**src/sv/lsnl_pkg.sv**
```systemverilog
// ----------------------------------------------------------------------------
// lsnl_pkg
// Shared widths, register indexes, layout state encoding and the layout
// descriptor passed from the layout builder to the site pipeline.
// ----------------------------------------------------------------------------
package lsnl_pkg;

    localparam int NUM_DIRS       = 4;
    localparam int COORD_W        = 8;
    localparam int DIM_W          = 9;
    localparam int NCL_W          = 5;
    localparam int NODE_W         = 16;
    localparam int IDX_W          = 32;
    localparam int SPN_W          = 33;
    localparam int ACROSS_W       = 17;
    localparam int PLANE_W        = 17;
    localparam int AREA_W         = 2 * DIM_W;
    localparam int CFG_IDX_W      = 3;
    localparam int CFG_DATA_W     = DIM_W;
    localparam int MAX_DIM        = 256;
    localparam int MAX_NODES_LOG2 = 16;

    // one restoring-division bit per stage
    localparam int DIV_STAGES     = COORD_W;
    // capture + divider + two multiply stages + output register
    localparam int PIPE_LATENCY   = DIV_STAGES + 4;

    localparam logic [DIM_W-1:0]    DIM_RESET   = DIM_W'(8);
    localparam logic [PLANE_W-1:0]  PLANE_RESET = PLANE_W'(64);
    localparam logic [AREA_W-1:0]   AREA_RESET  = AREA_W'(64);
    localparam logic [SPN_W-1:0]    SPN_RESET   = SPN_W'(4096);

    localparam logic [CFG_IDX_W-1:0] REG_DIM_X     = CFG_IDX_W'(0);
    localparam logic [CFG_IDX_W-1:0] REG_DIM_Y     = CFG_IDX_W'(1);
    localparam logic [CFG_IDX_W-1:0] REG_DIM_Z     = CFG_IDX_W'(2);
    localparam logic [CFG_IDX_W-1:0] REG_DIM_T     = CFG_IDX_W'(3);
    localparam logic [CFG_IDX_W-1:0] REG_NODE_LOG2 = CFG_IDX_W'(4);
    localparam logic [CFG_IDX_W-1:0] REG_LAST      = REG_NODE_LOG2;

    typedef logic [1:0] dir_t;

    typedef enum logic [2:0] {
        LS_IDLE,
        LS_SORT,
        LS_HALVE,
        LS_FINISH,
        LS_SPN
    } layout_state_t;

    typedef struct packed {
        logic [NUM_DIRS-1:0][DIM_W-1:0] dim;
        dir_t [NUM_DIRS-1:0]            order;
        logic [DIM_W-1:0]               rect_long;
        logic [DIM_W-1:0]               rect_second;
        logic [ACROSS_W-1:0]            across;
        logic [PLANE_W-1:0]             plane;
        logic [DIM_W-1:0]               ext2;
        logic [SPN_W-1:0]               spn;
        logic                           failed;
    } layout_t;

endpackage

```
**src/sv/lsnl_div_pipe.sv**
```systemverilog
// ----------------------------------------------------------------------------
// lsnl_div_pipe
// Pipelined restoring divider: one quotient bit per stage, coordinate-wide
// dividend, dimension-wide divisor; the user must hold it stable while items are in flight (not enforced here).
// ----------------------------------------------------------------------------
module lsnl_div_pipe (
    input  logic                         clk,
    input  logic [lsnl_pkg::COORD_W-1:0] num,
    input  logic [lsnl_pkg::DIM_W-1:0]   den,
    output logic [lsnl_pkg::COORD_W-1:0] quo,
    output logic [lsnl_pkg::COORD_W-1:0] rem
);
    import lsnl_pkg::*;

    logic [COORD_W-1:0] rem_reg  [DIV_STAGES];
    logic [COORD_W-1:0] numr_reg [DIV_STAGES];
    logic [COORD_W-1:0] quo_reg  [DIV_STAGES];

    logic [COORD_W-1:0] rem_in   [DIV_STAGES];
    logic [COORD_W-1:0] numr_in  [DIV_STAGES];
    logic [COORD_W-1:0] quo_in   [DIV_STAGES];

    for (genvar i = 0; i < DIV_STAGES; i++) begin : g_stage
        logic [DIM_W-1:0] trial;
        logic [DIM_W-1:0] diff;
        logic             ge;

        if (i == 0) begin : g_first
            assign rem_in[i]  = '0;
            assign numr_in[i] = num;
            assign quo_in[i]  = '0;
        end
        else begin : g_rest
            assign rem_in[i]  = rem_reg[i-1];
            assign numr_in[i] = numr_reg[i-1];
            assign quo_in[i]  = quo_reg[i-1];
        end

        always_comb
        begin
            trial = {rem_in[i], numr_in[i][COORD_W-1]};
            ge    = (trial >= den);
            diff  = trial - den;
        end

        always_ff @(posedge clk)
        begin
            rem_reg[i]  <= ge ? diff[COORD_W-1:0] : trial[COORD_W-1:0];
            numr_reg[i] <= {numr_in[i][COORD_W-2:0], 1'b0};
            quo_reg[i]  <= {quo_in[i][COORD_W-2:0], ge};
        end
    end

    assign quo = quo_reg[DIV_STAGES-1];
    assign rem = rem_reg[DIV_STAGES-1];

endmodule

```
**src/sv/lsnl_layout.sv**
```systemverilog
// ----------------------------------------------------------------------------
// lsnl_layout
// Holds the lattice extents and node count, and rebuilds the layout after
// each register write: direction sort, rectangle halving one step a cycle,
// then plane size and sites per node.
// ----------------------------------------------------------------------------
module lsnl_layout (
    input  logic                            clk,
    input  logic                            rst_n,
    input  logic                            cfg_valid,
    input  logic [lsnl_pkg::CFG_IDX_W-1:0]  cfg_index,
    input  logic [lsnl_pkg::CFG_DATA_W-1:0] cfg_data,
    output logic                            cfg_ready,
    output logic                            busy,
    output lsnl_pkg::layout_t               layout
);
    import lsnl_pkg::*;

    layout_state_t                  state_reg;
    layout_state_t                  state_next;
    logic [NUM_DIRS-1:0][DIM_W-1:0] dim_reg;
    logic [NCL_W-1:0]               ncl_reg;
    dir_t [NUM_DIRS-1:0]            order_reg;
    logic [DIM_W-1:0]               long_reg;
    logic [DIM_W-1:0]               sec_reg;
    logic [DIM_W-1:0]               e2_reg;
    logic [DIM_W-1:0]               e3_reg;
    logic [ACROSS_W-1:0]            across_reg;
    logic [PLANE_W-1:0]             plane_reg;
    logic [AREA_W-1:0]              area_reg;
    logic [SPN_W-1:0]               spn_reg;
    logic                           fail_reg;
    logic [NCL_W-1:0]               cnt_reg;

    logic                           cfg_hit;
    dir_t [NUM_DIRS-1:0]            rank;
    dir_t [NUM_DIRS-1:0]            ord_sorted;
    logic                           range_bad;
    logic                           long_first;
    logic                           long_even;
    logic                           sec_even;
    logic                           halve_long;
    logic                           halving_done;
    logic [AREA_W-1:0]              plane_full;
    logic [AREA_W-1:0]              area_full;
    logic [PLANE_W+AREA_W-1:0]      spn_full;

    assign cfg_hit = cfg_valid && cfg_ready && (cfg_index <= REG_LAST);

    // stable descending sort as a rank count: ties keep direction order
    always_comb
    begin
        ord_sorted = '0;
        range_bad  = 1'b0;
        for (int a = 0; a < NUM_DIRS; a++) begin
            rank[a] = '0;
            for (int b = 0; b < NUM_DIRS; b++) begin
                if ((dim_reg[b] > dim_reg[a]) || ((dim_reg[b] == dim_reg[a]) && (b < a))) begin
                    rank[a] = rank[a] + 2'd1;
                end
            end
            if ((dim_reg[a] == '0) || (dim_reg[a] > DIM_W'(MAX_DIM))) begin
                range_bad = 1'b1;
            end
        end
        for (int a = 0; a < NUM_DIRS; a++) begin
            ord_sorted[rank[a]] = dir_t'(a);
        end
    end

    always_comb
    begin
        long_first   = (long_reg >= sec_reg);
        long_even    = ~long_reg[0];
        sec_even     = ~sec_reg[0];
        halve_long   = (long_first && long_even) || (!long_first && !sec_even && long_even);
        halving_done = fail_reg || (cnt_reg == ncl_reg);
        plane_full   = e2_reg * e3_reg;
        area_full    = long_reg * sec_reg;
        spn_full     = plane_reg * area_reg;
    end

    // next state
    always_comb
    begin
        state_next = state_reg;
        unique case (state_reg)
            LS_IDLE:   state_next = LS_IDLE;
            LS_SORT:   state_next = LS_HALVE;
            LS_HALVE:  state_next = halving_done ? LS_FINISH : LS_HALVE;
            LS_FINISH: state_next = LS_SPN;
            LS_SPN:    state_next = LS_IDLE;
            default:   state_next = LS_IDLE;
        endcase
        if (cfg_hit) begin
            state_next = LS_SORT;
        end
    end

    // outputs
    always_comb
    begin
        cfg_ready          = 1'b1;
        busy               = (state_reg != LS_IDLE);
        layout.dim         = dim_reg;
        layout.order       = order_reg;
        layout.rect_long   = long_reg;
        layout.rect_second = sec_reg;
        layout.across      = across_reg;
        layout.plane       = plane_reg;
        layout.ext2        = e2_reg;
        layout.spn         = spn_reg;
        layout.failed      = fail_reg;
    end

    always_ff @(posedge clk or negedge rst_n)
    begin
        if (!rst_n) begin
            state_reg  <= LS_IDLE;
            dim_reg    <= {NUM_DIRS{DIM_RESET}};
            ncl_reg    <= '0;
        end
        else begin
            state_reg <= state_next;
            if (cfg_valid && cfg_ready) begin
                unique case (cfg_index)
                    REG_DIM_X:     dim_reg[0] <= cfg_data;
                    REG_DIM_Y:     dim_reg[1] <= cfg_data;
                    REG_DIM_Z:     dim_reg[2] <= cfg_data;
                    REG_DIM_T:     dim_reg[3] <= cfg_data;
                    REG_NODE_LOG2: ncl_reg    <= cfg_data[NCL_W-1:0];
                    default:       ;
                endcase
            end
        end
    end

    always_ff @(posedge clk or negedge rst_n)
    begin
        if (!rst_n) begin
            order_reg  <= {2'd3, 2'd2, 2'd1, 2'd0};
            long_reg   <= DIM_RESET;
            sec_reg    <= DIM_RESET;
            e2_reg     <= DIM_RESET;
            e3_reg     <= DIM_RESET;
            across_reg <= ACROSS_W'(1);
            plane_reg  <= PLANE_RESET;
            area_reg   <= AREA_RESET;
            spn_reg    <= SPN_RESET;
            fail_reg   <= 1'b0;
            cnt_reg    <= '0;
        end
        else begin
            unique case (state_reg)
                LS_IDLE: ;
                LS_SORT: begin
                    order_reg  <= ord_sorted;
                    long_reg   <= dim_reg[ord_sorted[0]];
                    sec_reg    <= dim_reg[ord_sorted[1]];
                    e2_reg     <= dim_reg[ord_sorted[2]];
                    e3_reg     <= dim_reg[ord_sorted[3]];
                    across_reg <= ACROSS_W'(1);
                    cnt_reg    <= '0;
                    fail_reg   <= range_bad || (ncl_reg > NCL_W'(MAX_NODES_LOG2));
                end
                LS_HALVE: begin
                    if (!halving_done) begin
                        cnt_reg <= cnt_reg + NCL_W'(1);
                        if (halve_long) begin
                            long_reg   <= long_reg >> 1;
                            across_reg <= across_reg << 1;
                        end
                        else if (sec_even) begin
                            sec_reg <= sec_reg >> 1;
                        end
                        else begin
                            fail_reg <= 1'b1;
                        end
                    end
                end
                LS_FINISH: begin
                    plane_reg <= plane_full[PLANE_W-1:0];
                    area_reg  <= area_full;
                    // each node holds the short-direction plane whole: both must be even
                    if (e2_reg[0] || e3_reg[0]) begin
                        fail_reg <= 1'b1;
                    end
                end
                LS_SPN: begin
                    spn_reg <= fail_reg ? '0 : spn_full[SPN_W-1:0];
                end
                default: ;
            endcase
        end
    end

endmodule

```
**src/sv/lattice_site_node_layout_unit.sv**
```systemverilog
// ----------------------------------------------------------------------------
// lattice_site_node_layout_unit
// Maps a 4-D lattice site to its owning node and its index on that node.
// ----------------------------------------------------------------------------
// Pipeline: a start that is taken passes the capture register, 8 divider
// stages, 2 multiply stages and the output register before done strobes.
// Throughput: one site per cycle while busy is low; the pipeline itself never stalls.
// After a register write busy stays high while the layout rebuilds: sort, then
// one halving step per cycle, then plane size and sites per node.
// Reset: asynchronous; pipeline empty, layout of an 8x8x8x8 lattice on one node.
module lattice_site_node_layout_unit (
    input  logic                            clk,
    input  logic                            rst_n,
    input  logic                            start,
    output logic                            busy,
    input  logic [lsnl_pkg::COORD_W-1:0]    coord_x,
    input  logic [lsnl_pkg::COORD_W-1:0]    coord_y,
    input  logic [lsnl_pkg::COORD_W-1:0]    coord_z,
    input  logic [lsnl_pkg::COORD_W-1:0]    coord_t,
    output logic                            done,
    output logic [lsnl_pkg::NODE_W-1:0]     owner_node,
    output logic [lsnl_pkg::IDX_W-1:0]      site_index,
    output logic [lsnl_pkg::SPN_W-1:0]      sites_per_node,
    output logic                            layout_error,
    output logic                            bad_coordinate,
    input  logic                            cfg_valid,
    output logic                            cfg_ready,
    input  logic [lsnl_pkg::CFG_IDX_W-1:0]  cfg_index,
    input  logic [lsnl_pkg::CFG_DATA_W-1:0] cfg_data
);
    import lsnl_pkg::*;

    localparam int INNER_W = 2 * COORD_W + 1;
    localparam int LOW_W   = DIM_W + COORD_W + 1;
    localparam int RAW_W   = PLANE_W + INNER_W + 1;
    localparam int SUM_W   = RAW_W + 1;

    layout_t                          lay;
    logic                             lay_busy;
    logic                             accept;
    logic [NUM_DIRS-1:0][COORD_W-1:0] crd;
    logic                             bad_in;
    logic                             par_in;

    // capture stage
    logic                s1_valid_reg;
    logic [COORD_W-1:0]  s1_cl_reg;
    logic [COORD_W-1:0]  s1_cs_reg;
    logic [COORD_W-1:0]  s1_c2_reg;
    logic [COORD_W-1:0]  s1_c3_reg;
    logic                s1_bad_reg;
    logic                s1_par_reg;

    // sideband alongside the dividers
    logic                sb_valid_reg [DIV_STAGES];
    logic [COORD_W-1:0]  sb_c2_reg    [DIV_STAGES];
    logic [COORD_W-1:0]  sb_c3_reg    [DIV_STAGES];
    logic                sb_bad_reg   [DIV_STAGES];
    logic                sb_par_reg   [DIV_STAGES];

    logic [COORD_W-1:0]  ql;
    logic [COORD_W-1:0]  rl;
    logic [COORD_W-1:0]  qs;
    logic [COORD_W-1:0]  rs;

    // multiply stage 1
    logic                       m1_valid_reg;
    logic [COORD_W-1:0]         m1_ql_reg;
    logic [NODE_W-1:0]          m1_hi_reg;
    logic [INNER_W-1:0]         m1_inner_reg;
    logic [LOW_W-1:0]           m1_low_reg;
    logic                       m1_bad_reg;
    logic                       m1_par_reg;
    logic [ACROSS_W+COORD_W-1:0] hi_full;
    logic [INNER_W-1:0]         inner_next;
    logic [LOW_W-1:0]           low_next;

    // multiply stage 2
    logic                m2_valid_reg;
    logic [NODE_W-1:0]   m2_node_reg;
    logic [RAW_W-1:0]    m2_raw_reg;
    logic                m2_bad_reg;
    logic                m2_par_reg;
    logic [RAW_W-1:0]    raw_next;

    // output register
    logic                done_reg;
    logic [NODE_W-1:0]   owner_node_reg;
    logic [IDX_W-1:0]    site_index_reg;
    logic [SPN_W-1:0]    spn_out_reg;
    logic                layout_error_reg;
    logic                bad_coordinate_reg;
    logic [SUM_W-1:0]    sum_next;
    logic                zero_out;

    lsnl_layout u_layout (
        .clk       (clk),
        .rst_n     (rst_n),
        .cfg_valid (cfg_valid),
        .cfg_index (cfg_index),
        .cfg_data  (cfg_data),
        .cfg_ready (cfg_ready),
        .busy      (lay_busy),
        .layout    (lay)
    );

    assign busy   = lay_busy;
    assign accept = start && !lay_busy;
    assign crd    = {coord_t, coord_z, coord_y, coord_x};

    always_comb
    begin
        bad_in = 1'b0;
        par_in = 1'b0;
        for (int a = 0; a < NUM_DIRS; a++) begin
            if ({1'b0, crd[a]} >= lay.dim[a]) begin
                bad_in = 1'b1;
            end
            par_in = par_in ^ crd[a][0];
        end
    end

    always_ff @(posedge clk or negedge rst_n)
    begin
        if (!rst_n) begin
            s1_valid_reg <= 1'b0;
        end
        else begin
            s1_valid_reg <= accept;
        end
    end

    always_ff @(posedge clk)
    begin
        s1_cl_reg  <= crd[lay.order[0]];
        s1_cs_reg  <= crd[lay.order[1]];
        s1_c2_reg  <= crd[lay.order[2]];
        s1_c3_reg  <= crd[lay.order[3]];
        s1_bad_reg <= bad_in;
        s1_par_reg <= par_in;
    end

    lsnl_div_pipe u_div_long (
        .clk (clk),
        .num (s1_cl_reg),
        .den (lay.rect_long),
        .quo (ql),
        .rem (rl)
    );

    lsnl_div_pipe u_div_second (
        .clk (clk),
        .num (s1_cs_reg),
        .den (lay.rect_second),
        .quo (qs),
        .rem (rs)
    );

    always_ff @(posedge clk or negedge rst_n)
    begin
        if (!rst_n) begin
            for (int i = 0; i < DIV_STAGES; i++) begin
                sb_valid_reg[i] <= 1'b0;
            end
        end
        else begin
            sb_valid_reg[0] <= s1_valid_reg;
            for (int i = 1; i < DIV_STAGES; i++) begin
                sb_valid_reg[i] <= sb_valid_reg[i-1];
            end
        end
    end

    always_ff @(posedge clk)
    begin
        sb_c2_reg[0]  <= s1_c2_reg;
        sb_c3_reg[0]  <= s1_c3_reg;
        sb_bad_reg[0] <= s1_bad_reg;
        sb_par_reg[0] <= s1_par_reg;
        for (int i = 1; i < DIV_STAGES; i++) begin
            sb_c2_reg[i]  <= sb_c2_reg[i-1];
            sb_c3_reg[i]  <= sb_c3_reg[i-1];
            sb_bad_reg[i] <= sb_bad_reg[i-1];
            sb_par_reg[i] <= sb_par_reg[i-1];
        end
    end

    // node row offset, in-rectangle offset and short-plane offset
    always_comb
    begin
        hi_full    = lay.across * qs;
        inner_next = INNER_W'(rl) + INNER_W'(lay.rect_long * rs);
        low_next   = LOW_W'(sb_c2_reg[DIV_STAGES-1])
                   + LOW_W'(lay.ext2 * sb_c3_reg[DIV_STAGES-1]);
    end

    always_ff @(posedge clk or negedge rst_n)
    begin
        if (!rst_n) begin
            m1_valid_reg <= 1'b0;
            m2_valid_reg <= 1'b0;
            done_reg     <= 1'b0;
        end
        else begin
            m1_valid_reg <= sb_valid_reg[DIV_STAGES-1];
            m2_valid_reg <= m1_valid_reg;
            done_reg     <= m2_valid_reg;
        end
    end

    always_ff @(posedge clk)
    begin
        m1_ql_reg    <= ql;
        m1_hi_reg    <= hi_full[NODE_W-1:0];
        m1_inner_reg <= inner_next;
        m1_low_reg   <= low_next;
        m1_bad_reg   <= sb_bad_reg[DIV_STAGES-1];
        m1_par_reg   <= sb_par_reg[DIV_STAGES-1];
    end

    assign raw_next = RAW_W'(lay.plane * m1_inner_reg) + RAW_W'(m1_low_reg);

    always_ff @(posedge clk)
    begin
        m2_node_reg <= NODE_W'(m1_ql_reg) + m1_hi_reg;
        m2_raw_reg  <= raw_next;
        m2_bad_reg  <= m1_bad_reg;
        m2_par_reg  <= m1_par_reg;
    end

    // odd sites sit in the upper half of the node's storage
    always_comb
    begin
        sum_next = SUM_W'(m2_raw_reg) + (m2_par_reg ? SUM_W'(lay.spn) : '0);
        zero_out = lay.failed || m2_bad_reg;
    end

    always_ff @(posedge clk)
    begin
        owner_node_reg     <= zero_out ? '0 : m2_node_reg;
        site_index_reg     <= zero_out ? '0 : sum_next[IDX_W:1];
        spn_out_reg        <= lay.failed ? '0 : lay.spn;
        layout_error_reg   <= lay.failed;
        bad_coordinate_reg <= m2_bad_reg;
    end

    assign done           = done_reg;
    assign owner_node     = owner_node_reg;
    assign site_index     = site_index_reg;
    assign sites_per_node = spn_out_reg;
    assign layout_error   = layout_error_reg;
    assign bad_coordinate = bad_coordinate_reg;

endmodule

```
**config.mk**
```make
export PLATFORM = sky130hd
export DESIGN_NAME = lattice_site_node_layout_unit
export DESIGN_NICKNAME = d
export VERILOG_FILES = /design/src/sv/lsnl_pkg.sv /design/src/sv/lsnl_div_pipe.sv /design/src/sv/lsnl_layout.sv /design/src/sv/lattice_site_node_layout_unit.sv
export SDC_FILE = /design/constraint.sdc
export NUM_CORES = 2
export LEC_CHECK = 0
export BUFFER_PORTS_ARGS = -buffer_cell sky130_fd_sc_hd__buf_2
export CAP_MARGIN = 20
export CORE_MARGIN = 2
export CORE_UTILIZATION = 50
export CTS_BUF_LIST = sky130_fd_sc_hd__clkbuf_16
export CTS_CLUSTER_DIAMETER = 120
export DETAILED_ROUTE_END_ITERATION = 8
export PLACE_DENSITY = 0.66
export REMOVE_ABC_BUFFERS = 1
export SLEW_MARGIN = 20
export SYNTH_ARGS = -nofsm -noshare
export SYNTH_HDL_FRONTEND = slang
export SYNTH_HIERARCHICAL = 1
export SYNTH_SLANG_ARGS = --single-unit
```
**constraint.sdc**
```tcl
create_clock -name clk -period 13 [get_ports clk]
set_input_delay 2.6 -clock clk [delete_from_list [all_inputs] [get_ports clk]]
set_output_delay 2.6 -clock clk [all_outputs]
set_load 0.03 [all_outputs]
```
==> key figures <==
STA
  • Hold Vio Cnt, Final: 0
  • Minimum clock period: 6868 ps
  • Final setup skew: 40.56 ps
  • RSZ-0062 raised after global routing: false
  • Post-route clock period utilization: 52.83%
  • Worst Slack Setup Final: 6132 ps
  • Hold Slack: 318.8 ps
  • Worst Tran Pin Value: 918.6 ps
  • Highest Clock Rate: 0.1456 GHz
  • Total negative setup slack: 0 ps
  • Relative slew slack: 38.76%
  • Max Slew Vio Count: 0
  • Setup violations, final: 0

Routing
  • Vias after detailed routing: 47,350
  • WL final: 166.5 mm
  • Drt drc: 0
  • ANT nets after route: 0
  • Vias per cell: 5.386
  • Wire per inst: 18.94 um
  • Pre-antenna DRT Iters: 8
  • Iter 0 DRT Violations: 2,886

Global route
  • Remaining Overflow, GRT: 0
  • Largest net degree at the start of global routing: 131
  • Initial antenna violation count: 3
  • First-pass GRT wire length: 268.1 mm
  • GRT Overall Usage: 24.75%
  • Vias in the first global route: 48,700

Placed design
  • Routability cong.: 0.9298
  • Post-Place Setup Slack: 6213 ps
  • Hpwl dp: 125.7 mm
  • Post-placement cell area: 0.06914 sq mm
  • Number of port buffers: 132

Floorplan
  • I/O pins: 134
  • Row cnt: 134
  • Full die area: 0.1366 sq mm
  • Die span in y: 369.7 um
  • Starting density of the core: 50.22%
  • Die W: 369.7 um
  • Core area: 0.1331 sq mm

Clock network
  • Sink Count: 819
  • CTS buffer count: 89
  • Clk slew on worst S/H paths: 70 ps
  • H-tree depth: 3
  • Hold bufs inserted after CTS: 0
  • Clock Root Buffer: clkbuf_16
  • # Post-CTS Setup Buffers: 0
  • Post-CTS Resized: 0
  • Max clock buf depth: 3
  • Worst-Skew Late Latency: 720 ps
  • CTS tree: done

Yosys
  • Synth warn: 6
  • Cells after Synth: 6,911
  • Syn Area/Cell: 9.673 sq um
  • Synth Cell Area: 0.06685 sq mm

Setup path
  • Crit Path Max Fanout: 36
  • WP data required: 13,590 ps
  • WS Path Type: register to register
  • CP Capture Type: register
  • CP startpoint kind: register
  • Worst Path Arrival: 7460 ps

Final layout
  • Commonest cells after routing, fill and taps aside: 1,163 x inv_1, 755 x nand2_1, 754 x fa_1
  • Final Cell Area: 0.07216 sq mm
  • Layout cells sized above 1: 8.177%
  • Fin nets: 8,407
  • Leading cell type in the layout, fill and taps excluded: inv_1
  • Area grow syn2layout: 7.949%
  • Filler Cells Inserted: 11,950

Hold path
  • Worst Hold Class: register to register

Flow run
  • Max-cap violations: 0

Outcome
  • Status: finished clean
[worst max-delay path, cell delays in order (launching register included)]
cell and delay (ps):
dfstp_2 1130, nand2_1 190, fa_1 560, inv_1 50, fa_1 460, fa_1 500
fa_1 510, fa_1 490, inv_1 50, fa_1 540, inv_1 70, ha_1 360
a41o_1 250, a21oi_2 110, o31ai_1 120, a221o_1 320, or4_4 510, a31oi_1 220
xnor2_1 80, a22o_1 200
[layout make-up]
type	instances	area (sq um)	area share, %
antenna	4	10.01	0.01387
clock inverter	75	684.4	0.9484
multi-input combinational	4713	44270	61.35
clock buffer	92	2302	3.190
inverter	1149	4315	5.980
sequential	819	17370	24.07
timing repair buffer	172	1002	1.389
tap	1768	2212	3.065
[routing by layer]
metal / vias to the layer above / share of wire [%] / track usage (%)
li1: 22290 / - / -
met4: 0 / 3.7 / 9.201
met3: 340 / 6.9 / 4.207
met5: - / 0 / 0
met1: 23170 / 45 / 34.10
met2: 1558 / 45 / 39.11
[final timing paths]
| kind | slack (ps) | from | to | cells past startpoint |
|---|---|---|---|---|
| worst max-delay path | 6130 | u_layout/plane_reg[6]$_DFFE_PN1P_ | u_layout/spn_reg[28]$_DFFE_PN0N_ | 19 |
| worst min-delay path | 320 | u_div_long/numr_reg[1][3]$_DFF_P_ | u_div_long/numr_reg[2][4]$_DFF_P_ | 0 |
| worst max register to register | 6130 | u_layout/plane_reg[6]$_DFFE_PN1P_ | u_layout/spn_reg[28]$_DFFE_PN0N_ | 19 |
| worst min register to register | 320 | u_div_long/numr_reg[1][3]$_DFF_P_ | u_div_long/numr_reg[2][4]$_DFF_P_ | 0 |
| max in group asynchronous | 9820 | rst_n | u_layout/fail_reg$_DFFE_PN0P_ | 2 |
| min in group asynchronous | 1900 | rst_n | u_layout/across_reg[1]$_DFFE_PN0P_ | 1 |
[metrics by stage]
| step | utilization [%] | cells |
|---|---|---|
| finish | 54.21 | 8792 |
| global route | 54.20 | 8788 |
| CTS | 54.18 | 8787 |
| detailed placement | 51.93 | 8620 |
| global placement | 51.92 | 8619 |
| floorplan | - | 6681 |
Power is not shown: default switching activity piles up to over one toggle a cycle in this logic, so the estimate is an artifact.
